### src/sv/ttoi_pkg.sv
package ttoi_pkg;

  // parse phases
  localparam logic [2:0] PH_WS     = 3'd0;
  localparam logic [2:0] PH_SIGN   = 3'd1;
  localparam logic [2:0] PH_ZERO   = 3'd2;
  localparam logic [2:0] PH_ZEROX  = 3'd3;
  localparam logic [2:0] PH_DIGITS = 3'd4;
  localparam logic [2:0] PH_DONE   = 3'd5;

  // result status codes
  localparam logic [1:0] ST_OK     = 2'd0;
  localparam logic [1:0] ST_RANGE  = 2'd1;
  localparam logic [1:0] ST_NOCONV = 2'd2;

  localparam logic [5:0]  RADIX_RESET = 6'd10;
  localparam logic [5:0]  BASE_AUTO   = 6'd0;
  localparam logic [5:0]  BASE_OCT    = 6'd8;
  localparam logic [5:0]  BASE_DEC    = 6'd10;
  localparam logic [5:0]  BASE_HEX    = 6'd16;
  localparam logic [5:0]  BASE_MIN    = 6'd2;
  localparam logic [5:0]  BASE_MAX    = 6'd36;
  localparam logic [5:0]  NO_DIGIT    = 6'd63;
  localparam logic [63:0] POS_LIMIT   = 64'h7fff_ffff_ffff_ffff;
  localparam logic [63:0] NEG_LIMIT   = 64'h8000_0000_0000_0000;

  localparam logic [7:0] CH_NUL   = 8'h00;
  localparam logic [7:0] CH_SPACE = 8'h20;
  localparam logic [7:0] CH_TAB   = 8'h09;
  localparam logic [7:0] CH_CR    = 8'h0d;
  localparam logic [7:0] CH_PLUS  = 8'h2b;
  localparam logic [7:0] CH_MINUS = 8'h2d;
  localparam logic [7:0] CH_ZERO  = 8'h30;
  localparam logic [7:0] CH_NINE  = 8'h39;
  localparam logic [7:0] CH_UA    = 8'h41;
  localparam logic [7:0] CH_UZ    = 8'h5a;
  localparam logic [7:0] CH_LA    = 8'h61;
  localparam logic [7:0] CH_LZ    = 8'h7a;
  localparam logic [7:0] CH_UX    = 8'h58;
  localparam logic [7:0] CH_LX    = 8'h78;

  typedef struct packed {
    logic [2:0]  phase;
    logic        neg;
    logic        ovf;
    logic        seen;
    logic [63:0] acc;   // magnitude
    logic [5:0]  base;
  } ttoi_state_t;

  typedef struct packed {
    logic [63:0] value;
    logic [1:0]  status;
  } ttoi_result_t;

  localparam ttoi_state_t STATE_CLEAR = '{
    phase: PH_WS, neg: 1'b0, ovf: 1'b0, seen: 1'b0, acc: 64'd0, base: 6'd0
  };

  function automatic logic [5:0] digit_of(logic [7:0] ch);
    logic [7:0] d;
    d = 8'd0;
    if (ch >= CH_ZERO && ch <= CH_NINE) begin
      d = ch - CH_ZERO;
    end else if (ch >= CH_UA && ch <= CH_UZ) begin
      d = ch - CH_UA + 8'd10;
    end else if (ch >= CH_LA && ch <= CH_LZ) begin
      d = ch - CH_LA + 8'd10;
    end else begin
      d = {2'b00, NO_DIGIT};
    end
    return d[5:0];
  endfunction

endpackage

### src/sv/text_to_int64_parser_core.sv
// channel | dir | handshake              | payload
// in      | in  | in_tvalid / in_tready   | in_tdata[7:0] char_code
// out     | out | out_tvalid / out_tready | out_tdata[63:0] value, [65:64] status
// cfg     | in  | cfg_valid / cfg_ready   | cfg_data[5:0] radix
//
// One beat per clock sustained on the input: each char goes input register ->
// parse step (one 64x6 multiply-add and a limit compare) -> state/result regs.
// A NUL beat in the input register emits its result into the result register;
// only a NUL waiting on a full, stalled output register holds the input side.
// rst_n is synchronous, active low; radix returns to 10, parse state clears.
module text_to_int64_parser_core (
  input  logic        clk,
  input  logic        rst_n,
  input  logic        in_tvalid,
  output logic        in_tready,
  input  logic [7:0]  in_tdata,   // [7:0] char_code
  output logic        out_tvalid,
  input  logic        out_tready,
  output logic [71:0] out_tdata,  // [63:0] value, [65:64] status, [71:66] zero
  input  logic        cfg_valid,
  output logic        cfg_ready,
  input  logic [5:0]  cfg_data    // [5:0] radix
);
  import ttoi_pkg::*;

  // input register
  logic        in_valid_r;
  logic [7:0]  in_char_r;
  // parse state and radix
  ttoi_state_t state_r;
  ttoi_state_t state_nxt;
  logic [5:0]  radix_r;
  // result register
  logic         out_valid_r;
  ttoi_result_t out_res_r;

  logic         emit;
  ttoi_result_t res;
  logic         proc;

  ttoi_step u_step (
    .cur   (state_r),
    .radix (radix_r),
    .ch    (in_char_r),
    .nxt   (state_nxt),
    .emit  (emit),
    .res   (res)
  );

  // a held char moves on unless it is a NUL and the output slot is still full
  assign proc      = in_valid_r && (in_char_r != CH_NUL || !out_valid_r || out_tready);
  assign in_tready = !in_valid_r || proc;
  assign cfg_ready = 1'b1;

  assign out_tvalid = out_valid_r;
  assign out_tdata  = {6'd0, out_res_r.status, out_res_r.value};

  always_ff @(posedge clk) begin
    if (!rst_n) begin
      in_valid_r  <= 1'b0;
      out_valid_r <= 1'b0;
      state_r     <= STATE_CLEAR;
      radix_r     <= RADIX_RESET;
    end else begin
      if (in_tready) begin
        in_valid_r <= in_tvalid;
      end
      if (proc) begin
        state_r <= state_nxt;
      end
      if (proc && emit) begin
        out_valid_r <= 1'b1;
      end else if (out_tready) begin
        out_valid_r <= 1'b0;
      end
      if (cfg_valid) begin
        radix_r <= cfg_data;
      end
    end
  end

  // payload, no reset
  always_ff @(posedge clk) begin
    if (in_tready && in_tvalid) begin
      in_char_r <= in_tdata;
    end
    if (proc && emit) begin
      out_res_r <= res;
    end
  end

endmodule

### src/sv/ttoi_step.sv
module ttoi_step (
  input  ttoi_pkg::ttoi_state_t  cur,
  input  logic [5:0]             radix,
  input  logic [7:0]             ch,
  output ttoi_pkg::ttoi_state_t  nxt,
  output logic                   emit,
  output ttoi_pkg::ttoi_result_t res
);
  import ttoi_pkg::*;

  // one digit: acc*base+d formed exactly (70 bits) and checked against the limit
  function automatic ttoi_state_t take_digit(ttoi_state_t s, logic [7:0] c);
    ttoi_state_t n;
    logic [5:0]  d;
    logic [69:0] wide;
    logic [63:0] limit;
    n     = s;
    d     = digit_of(c);
    limit = s.neg ? NEG_LIMIT : POS_LIMIT;
    wide  = ({6'd0, s.acc} * {64'd0, s.base}) + {64'd0, d};
    if (d >= s.base) begin
      n.phase = PH_DONE;
    end else begin
      n.phase = PH_DIGITS;
      n.seen  = 1'b1;
      if (!s.ovf) begin
        if (wide > {6'd0, limit}) begin
          n.ovf = 1'b1;
        end else begin
          n.acc = wide[63:0];
        end
      end
    end
    return n;
  endfunction

  function automatic ttoi_state_t start_number(ttoi_state_t s, logic [7:0] c,
                                               logic [5:0] r);
    ttoi_state_t n;
    n = s;
    if ((r == BASE_AUTO || r == BASE_HEX) && c == CH_ZERO) begin
      n.base  = r;
      n.phase = PH_ZERO;
    end else begin
      n.base = (r == BASE_AUTO) ? BASE_DEC : r;
      if (n.base < BASE_MIN || n.base > BASE_MAX) begin
        n.phase = PH_DONE;
      end else begin
        n = take_digit(n, c);
      end
    end
    return n;
  endfunction

  // a leading '0' that did not become a hex prefix counts as digit zero
  function automatic ttoi_state_t settle_zero(ttoi_state_t s);
    ttoi_state_t n;
    n       = s;
    n.base  = (s.base == BASE_AUTO) ? BASE_OCT : BASE_HEX;
    n.acc   = 64'd0;
    n.seen  = 1'b1;
    n.phase = PH_DIGITS;
    return n;
  endfunction

  ttoi_state_t fin;
  ttoi_state_t tmp;

  always_comb begin
    nxt  = cur;
    emit = 1'b0;
    fin  = cur;
    tmp  = cur;
    res  = '{value: 64'd0, status: ST_NOCONV};
    if (ch == CH_NUL) begin
      emit = 1'b1;
      if (cur.phase == PH_ZERO || cur.phase == PH_ZEROX) begin
        fin = settle_zero(cur);
      end
      if (fin.ovf) begin
        res.value  = fin.neg ? NEG_LIMIT : POS_LIMIT;
        res.status = ST_RANGE;
      end else if (!fin.seen) begin
        res.value  = 64'd0;
        res.status = ST_NOCONV;
      end else begin
        res.value  = fin.neg ? (64'd0 - fin.acc) : fin.acc;
        res.status = ST_OK;
      end
      nxt = STATE_CLEAR;
    end else begin
      unique case (cur.phase)
        PH_WS: begin
          if (ch == CH_SPACE || (ch >= CH_TAB && ch <= CH_CR)) begin
            nxt = cur;
          end else if (ch == CH_MINUS) begin
            nxt.neg   = 1'b1;
            nxt.phase = PH_SIGN;
          end else if (ch == CH_PLUS) begin
            nxt.phase = PH_SIGN;
          end else begin
            nxt = start_number(cur, ch, radix);
          end
        end
        PH_SIGN: begin
          nxt = start_number(cur, ch, radix);
        end
        PH_ZERO: begin
          if (ch == CH_LX || ch == CH_UX) begin
            nxt.phase = PH_ZEROX;
          end else begin
            nxt = take_digit(settle_zero(cur), ch);
          end
        end
        PH_ZEROX: begin
          if (digit_of(ch) < BASE_HEX) begin
            tmp.base = BASE_HEX;
            tmp.acc  = 64'd0;
            nxt      = take_digit(tmp, ch);
          end else begin
            nxt       = settle_zero(cur);
            nxt.phase = PH_DONE;
          end
        end
        PH_DIGITS: begin
          nxt = take_digit(cur, ch);
        end
        default: begin
          nxt = cur;
        end
      endcase
    end
  end

endmodule

### config.mk
export PLATFORM = sky130hd
export DESIGN_NAME = text_to_int64_parser_core
export DESIGN_NICKNAME = d
export VERILOG_FILES = /design/src/sv/ttoi_pkg.sv /design/src/sv/text_to_int64_parser_core.sv /design/src/sv/ttoi_step.sv
export SDC_FILE = /design/constraint.sdc
export NUM_CORES = 2
export LEC_CHECK = 0
export ABC_CLOCK_PERIOD_IN_PS = 19200
export BUFFER_PORTS_ARGS = -buffer_cell sky130_fd_sc_hd__buf_2
export CORE_ASPECT_RATIO = 2
export CORE_MARGIN = 2
export CORE_UTILIZATION = 60
export DETAILED_ROUTE_END_ITERATION = 8
export GPL_TIMING_DRIVEN = 0
export PLACE_DENSITY = 0.77
export SYNTH_ARGS = -nofsm -noshare
export SYNTH_HDL_FRONTEND = slang
export SYNTH_SLANG_ARGS = --single-unit
### constraint.sdc
create_clock -name clk -period 19.2 [get_ports clk]
set_input_delay 3.84 -clock clk [delete_from_list [all_inputs] [get_ports clk]]
set_output_delay 3.84 -clock clk [all_outputs]
set_load 0.01 [all_outputs]
==> out/qor_table.md <==
| Metric | This run | Unit |
| --- | --- | --- |
| Fraction of synthesized cell area taken by the top area cell type | 24.2 | % |
| TritonCTS Buffers | 17 | - |
| Top cells by area, synth | fa_1 (24%), ha_1 (11%), nand2_1 (6.9%) | - |
| Area of placed instances | 43200 | um^2 |
| TritonCTS clock tree | yes | - |
| Leakage dissipation | 21.7 | nW |
| Cell with the largest stage delay on the worst path | o41ai_1 | - |
| Clk buf depth | 2 | - |
| Count of standard-cell rows | 136 | - |
| # port buffers | 84 | - |
| Data required time of the critical path | 19.56 | ns |
| Total non-filler cell area in the finished layout | 43900 | um^2 |
| Hold_buf cts | 0 | - |
| Pre-CTS worst setup slack | 5.16 | ns |
| Critical Setup Path Class | flip-flop to flip-flop | - |
| CTS sink cnt | 158 | - |
| Post-CTS clock slew at the launch and capture registers of the worst setup and hold paths | 0.08 | ns |
| Quantity of gates resized following cts | 0 | - |
| Total global routing track utilization | 52.1 | % |
| Drt wl/cell | 28.9 | um |
| Post-synthesis average cell area | 7.80 | um^2 |
| Slack of the critical path | 4.27 | ns |
| Yosys warnings | 0 | - |
| Relative slew slack | -14.3 | % |
| Source-to-sink clock delay at the later pin of the worst-skew pair | 0.45 | ns |
| Post-synth cell types | 106 | - |
| Cell Pwr Density | 30.1 | nW/um^2 |
| Nature of the critical path endpoint | flip-flop | - |
| Outcome | complete, but fails checks | - |
| Initial cell density of the core | 60.5 | % |
| Number of buffers inserted to repair setup after CTS | 0 | - |
| Main synth FF type | dfxtp_1 | - |
| Synth Instances | 5337 | - |
| Fraction of layout cells with a size suffix above 1 | 4.12 | % |
| Total Routed Length | 184000 | um |
| Half-perimeter wire length of the detailed placement result | 151000 | um |
| Proportion of register bits with asynchronous set or reset after synthesis | 0 | % |
| Number of antenna violations at the first check in global routing | 17 | - |
| Die ar. | 71600 | um^2 |
| Top cell type by total area after synthesis | fa_1 | - |
| Via-per-instance ratio | 6.76 | - |
| Total overflow reported by the global router | 0 | - |
| Synthesis-stage register bit count | 158 | - |
| Total negative slack | 0 | ns |
| Min Tclk post-route | 14.93 | ns |
| Post-synthesis instance area | 41600 | um^2 |
| Die span in x | 190 | um |
| Post-route DRC | 0 | - |
| Initial drt markers | 4442 | - |
| Core Region | 68700 | um^2 |
| Cell family with the largest share of critical-path delay | compound AO/OA/AOI/OAI gates | - |
| Post-route clock period utilization | 77.8 | % |
| EDFF count, synth | 74 | - |
| Vertical die dimension | 376 | um |
| Max Clock Freq | 0.0670 | GHz |
| Class of the tightest hold or removal check | flip-flop to flip-flop | - |
| Area overhead of the layout relative to synthesis | 5.58 | % |
| Final weighted congestion of routability-driven global placement | 1.11 | - |
| Largest vdd supply drop | 0.0684 | mV |
| Pin count of the biggest net entering global routing | 71 | - |
| Number of global-route vias before repair | 44.2k | - |
| Post-layout net count | 6349 | - |
| Detailed Routing Iterations Pass 1 | 8 | - |
| Failing checks | max-capacitance violations, max-slew violations | - |
| Number of ports placed on the die boundary | 94 | - |
| Kind of launch point of the worst setup path | flip-flop | - |
| Vias post-DR | 43.1k | - |
| Maximum level of the CTS H-tree | 4 | - |
| Cell Count, Final, Fillers Out | 6382 | - |
| Delay of the slowest critical-path stage | 1.17 | ns |
| Power after layout | 0.00132 | W |
| Sequential area share after synthesis | 9.38 | % |
| Bufs and invs on worst path | 4 | - |
| Clock root buffer master | clkbuf_16 | - |
| Max Slew Vio Count | 37 | - |
| Number of setup violations in the final report | 0 | - |
| Crit-path max FO | 10 | - |
| Count of final hold-check violations | 0 | - |
| Slew at the pin closest to its max-slew limit | 1.70 | ns |
| Post-route ant nets | 0 | - |
| Reported max-cap violation count | 5 | - |
| Max Clock Skew | 0.0171 | ns |
| Data arrival time of the critical path | 15.29 | ns |
| Global-route wire length before repair | 273000 | um |
| Unrepaired setup endpoints after global routing | false | - |
| Count of placed standard cells including taps | 6325 | - |
-- worst min-delay path: stages (launching register included) --
cell and delay, ns:
dfxtp_1 0.31, nand2_1 0.06, a21oi_1 0.08
-- path summary, 6_finish.rpt --
check                           cells after the start  slack (ns)                       end                     from
worst max register to register                     34        4.27  state_r[36]$_SDFFE_PN0P_  state_r[1]$_SDFFE_PN0P_
worst max-delay path                               34        4.27  state_r[36]$_SDFFE_PN0P_  state_r[1]$_SDFFE_PN0P_
worst min-delay path                                2        0.52   out_tvalid$_SDFFE_PN0P_  in_valid_r$_SDFFE_PN0N_
worst min register to register                      2        0.52   out_tvalid$_SDFFE_PN0P_  in_valid_r$_SDFFE_PN0N_
-- report_power, final --
part | total, W | switching [W] | internal (W)
sequential | 0.000380 | 0.0000210 | 0.000358
combinational | 0.000582 | 0.000409 | 0.000173
clock | 0.000361 | 0.000173 | 0.000188
total | 0.00132 | 0.000603 | 0.000720
-- logic make-up after synthesis --
family          after synthesis  share of synthesized area [%]
mux                          64                           1.55
flops                       158                           9.38
buf+inv                     943                           8.77
other cells                   2                         0.0180
xor+xnor                    174                           3.68
simple gates               1981                           23.2
compound gates             1132                           17.8
fa+ha+maj                   883                           35.6
-- state kept, by name (all words and copies together) (netlist names) --
signal and count:
radix_r 6, state_r 76, in_char_r 8, out_tvalid 1
out_tdata 66, in_valid_r 1
-- cells in the mapped netlist, types with 15 or more instances --
cell type / count
o21a_1: 30
nor3_1: 88
a22o_1: 34
fa_1: 502
and2_1: 378
o21bai_1: 37
a22oi_1: 29
xnor2_1: 108
nor4_1: 36
ha_1: 381
and3_1: 35
nand2b_1: 28
nor2b_1: 34
a31oi_1: 57
a21o_1: 142
or3_1: 27
mux2i_1: 60
o31ai_1: 23
a21oi_1: 344
a211oi_1: 52
o21ai_1: 15
edfxtp_1: 74
dfxtp_1: 84
nor2_1: 312
o211ai_1: 20
xor2_1: 65
buf_2: 31
nand3_1: 101
nand2_1: 770
clkbuf_1: 303
inv_1: 582
o21ai_0: 188
nand4_1: 94
-- area by class of cell --
cell class,count,area [um^2]
clock inverter,15,194
fill,6294,24800
tap,897,1120
buffer,361,1470
sequential,158,3910
timing repair buffer,86,468
clock buffer,17,425
inverter,582,2180
multi-input combinational,4241,34100
antenna,25,62.6
-- per-stage QoR --
| stage | hold slack, ns | util (%) |
|---|---|---|
| after CTS | 0.505 | 63.8 |
| after global placement | 0.469 | 62.8 |
| after detailed placement | 0.498 | 62.9 |
| after floorplan | 0.447 | - |
| after global routing | 0.564 | 63.9 |
| final | 0.515 | 63.9 |
-- placed cells by master, fill, tap and decap left out, types with 60 or more instances in the layout --
cell type / Yosys / routed
nor3_1: 88 / 88
xor2_1: 65 / 65
ha_1: 381 / 381
buf_2: 31 / 115
nand2_1: 770 / 770
clkbuf_1: 303 / 298
dfxtp_1: 84 / 83
edfxtp_1: 74 / 74
xnor2_1: 108 / 107
inv_1: 582 / 582
and2_1: 378 / 378
nand3_1: 101 / 101
nor2_1: 312 / 311
o21ai_0: 188 / 188
a21o_1: 142 / 142
fa_1: 502 / 502
nand4_1: 94 / 94
mux2i_1: 60 / 60
a21oi_1: 344 / 344
-- metal layers --
layer	up-vias	wire length (um)	global-route usage, %
li1	18200	-	-
met1	20700	51500	45.4
met2	2820	85800	85.7
met3	1399	17600	17.5
met4	8	29200	62.4
met5	-	52	0
Power figures use the tool's default switching activity.
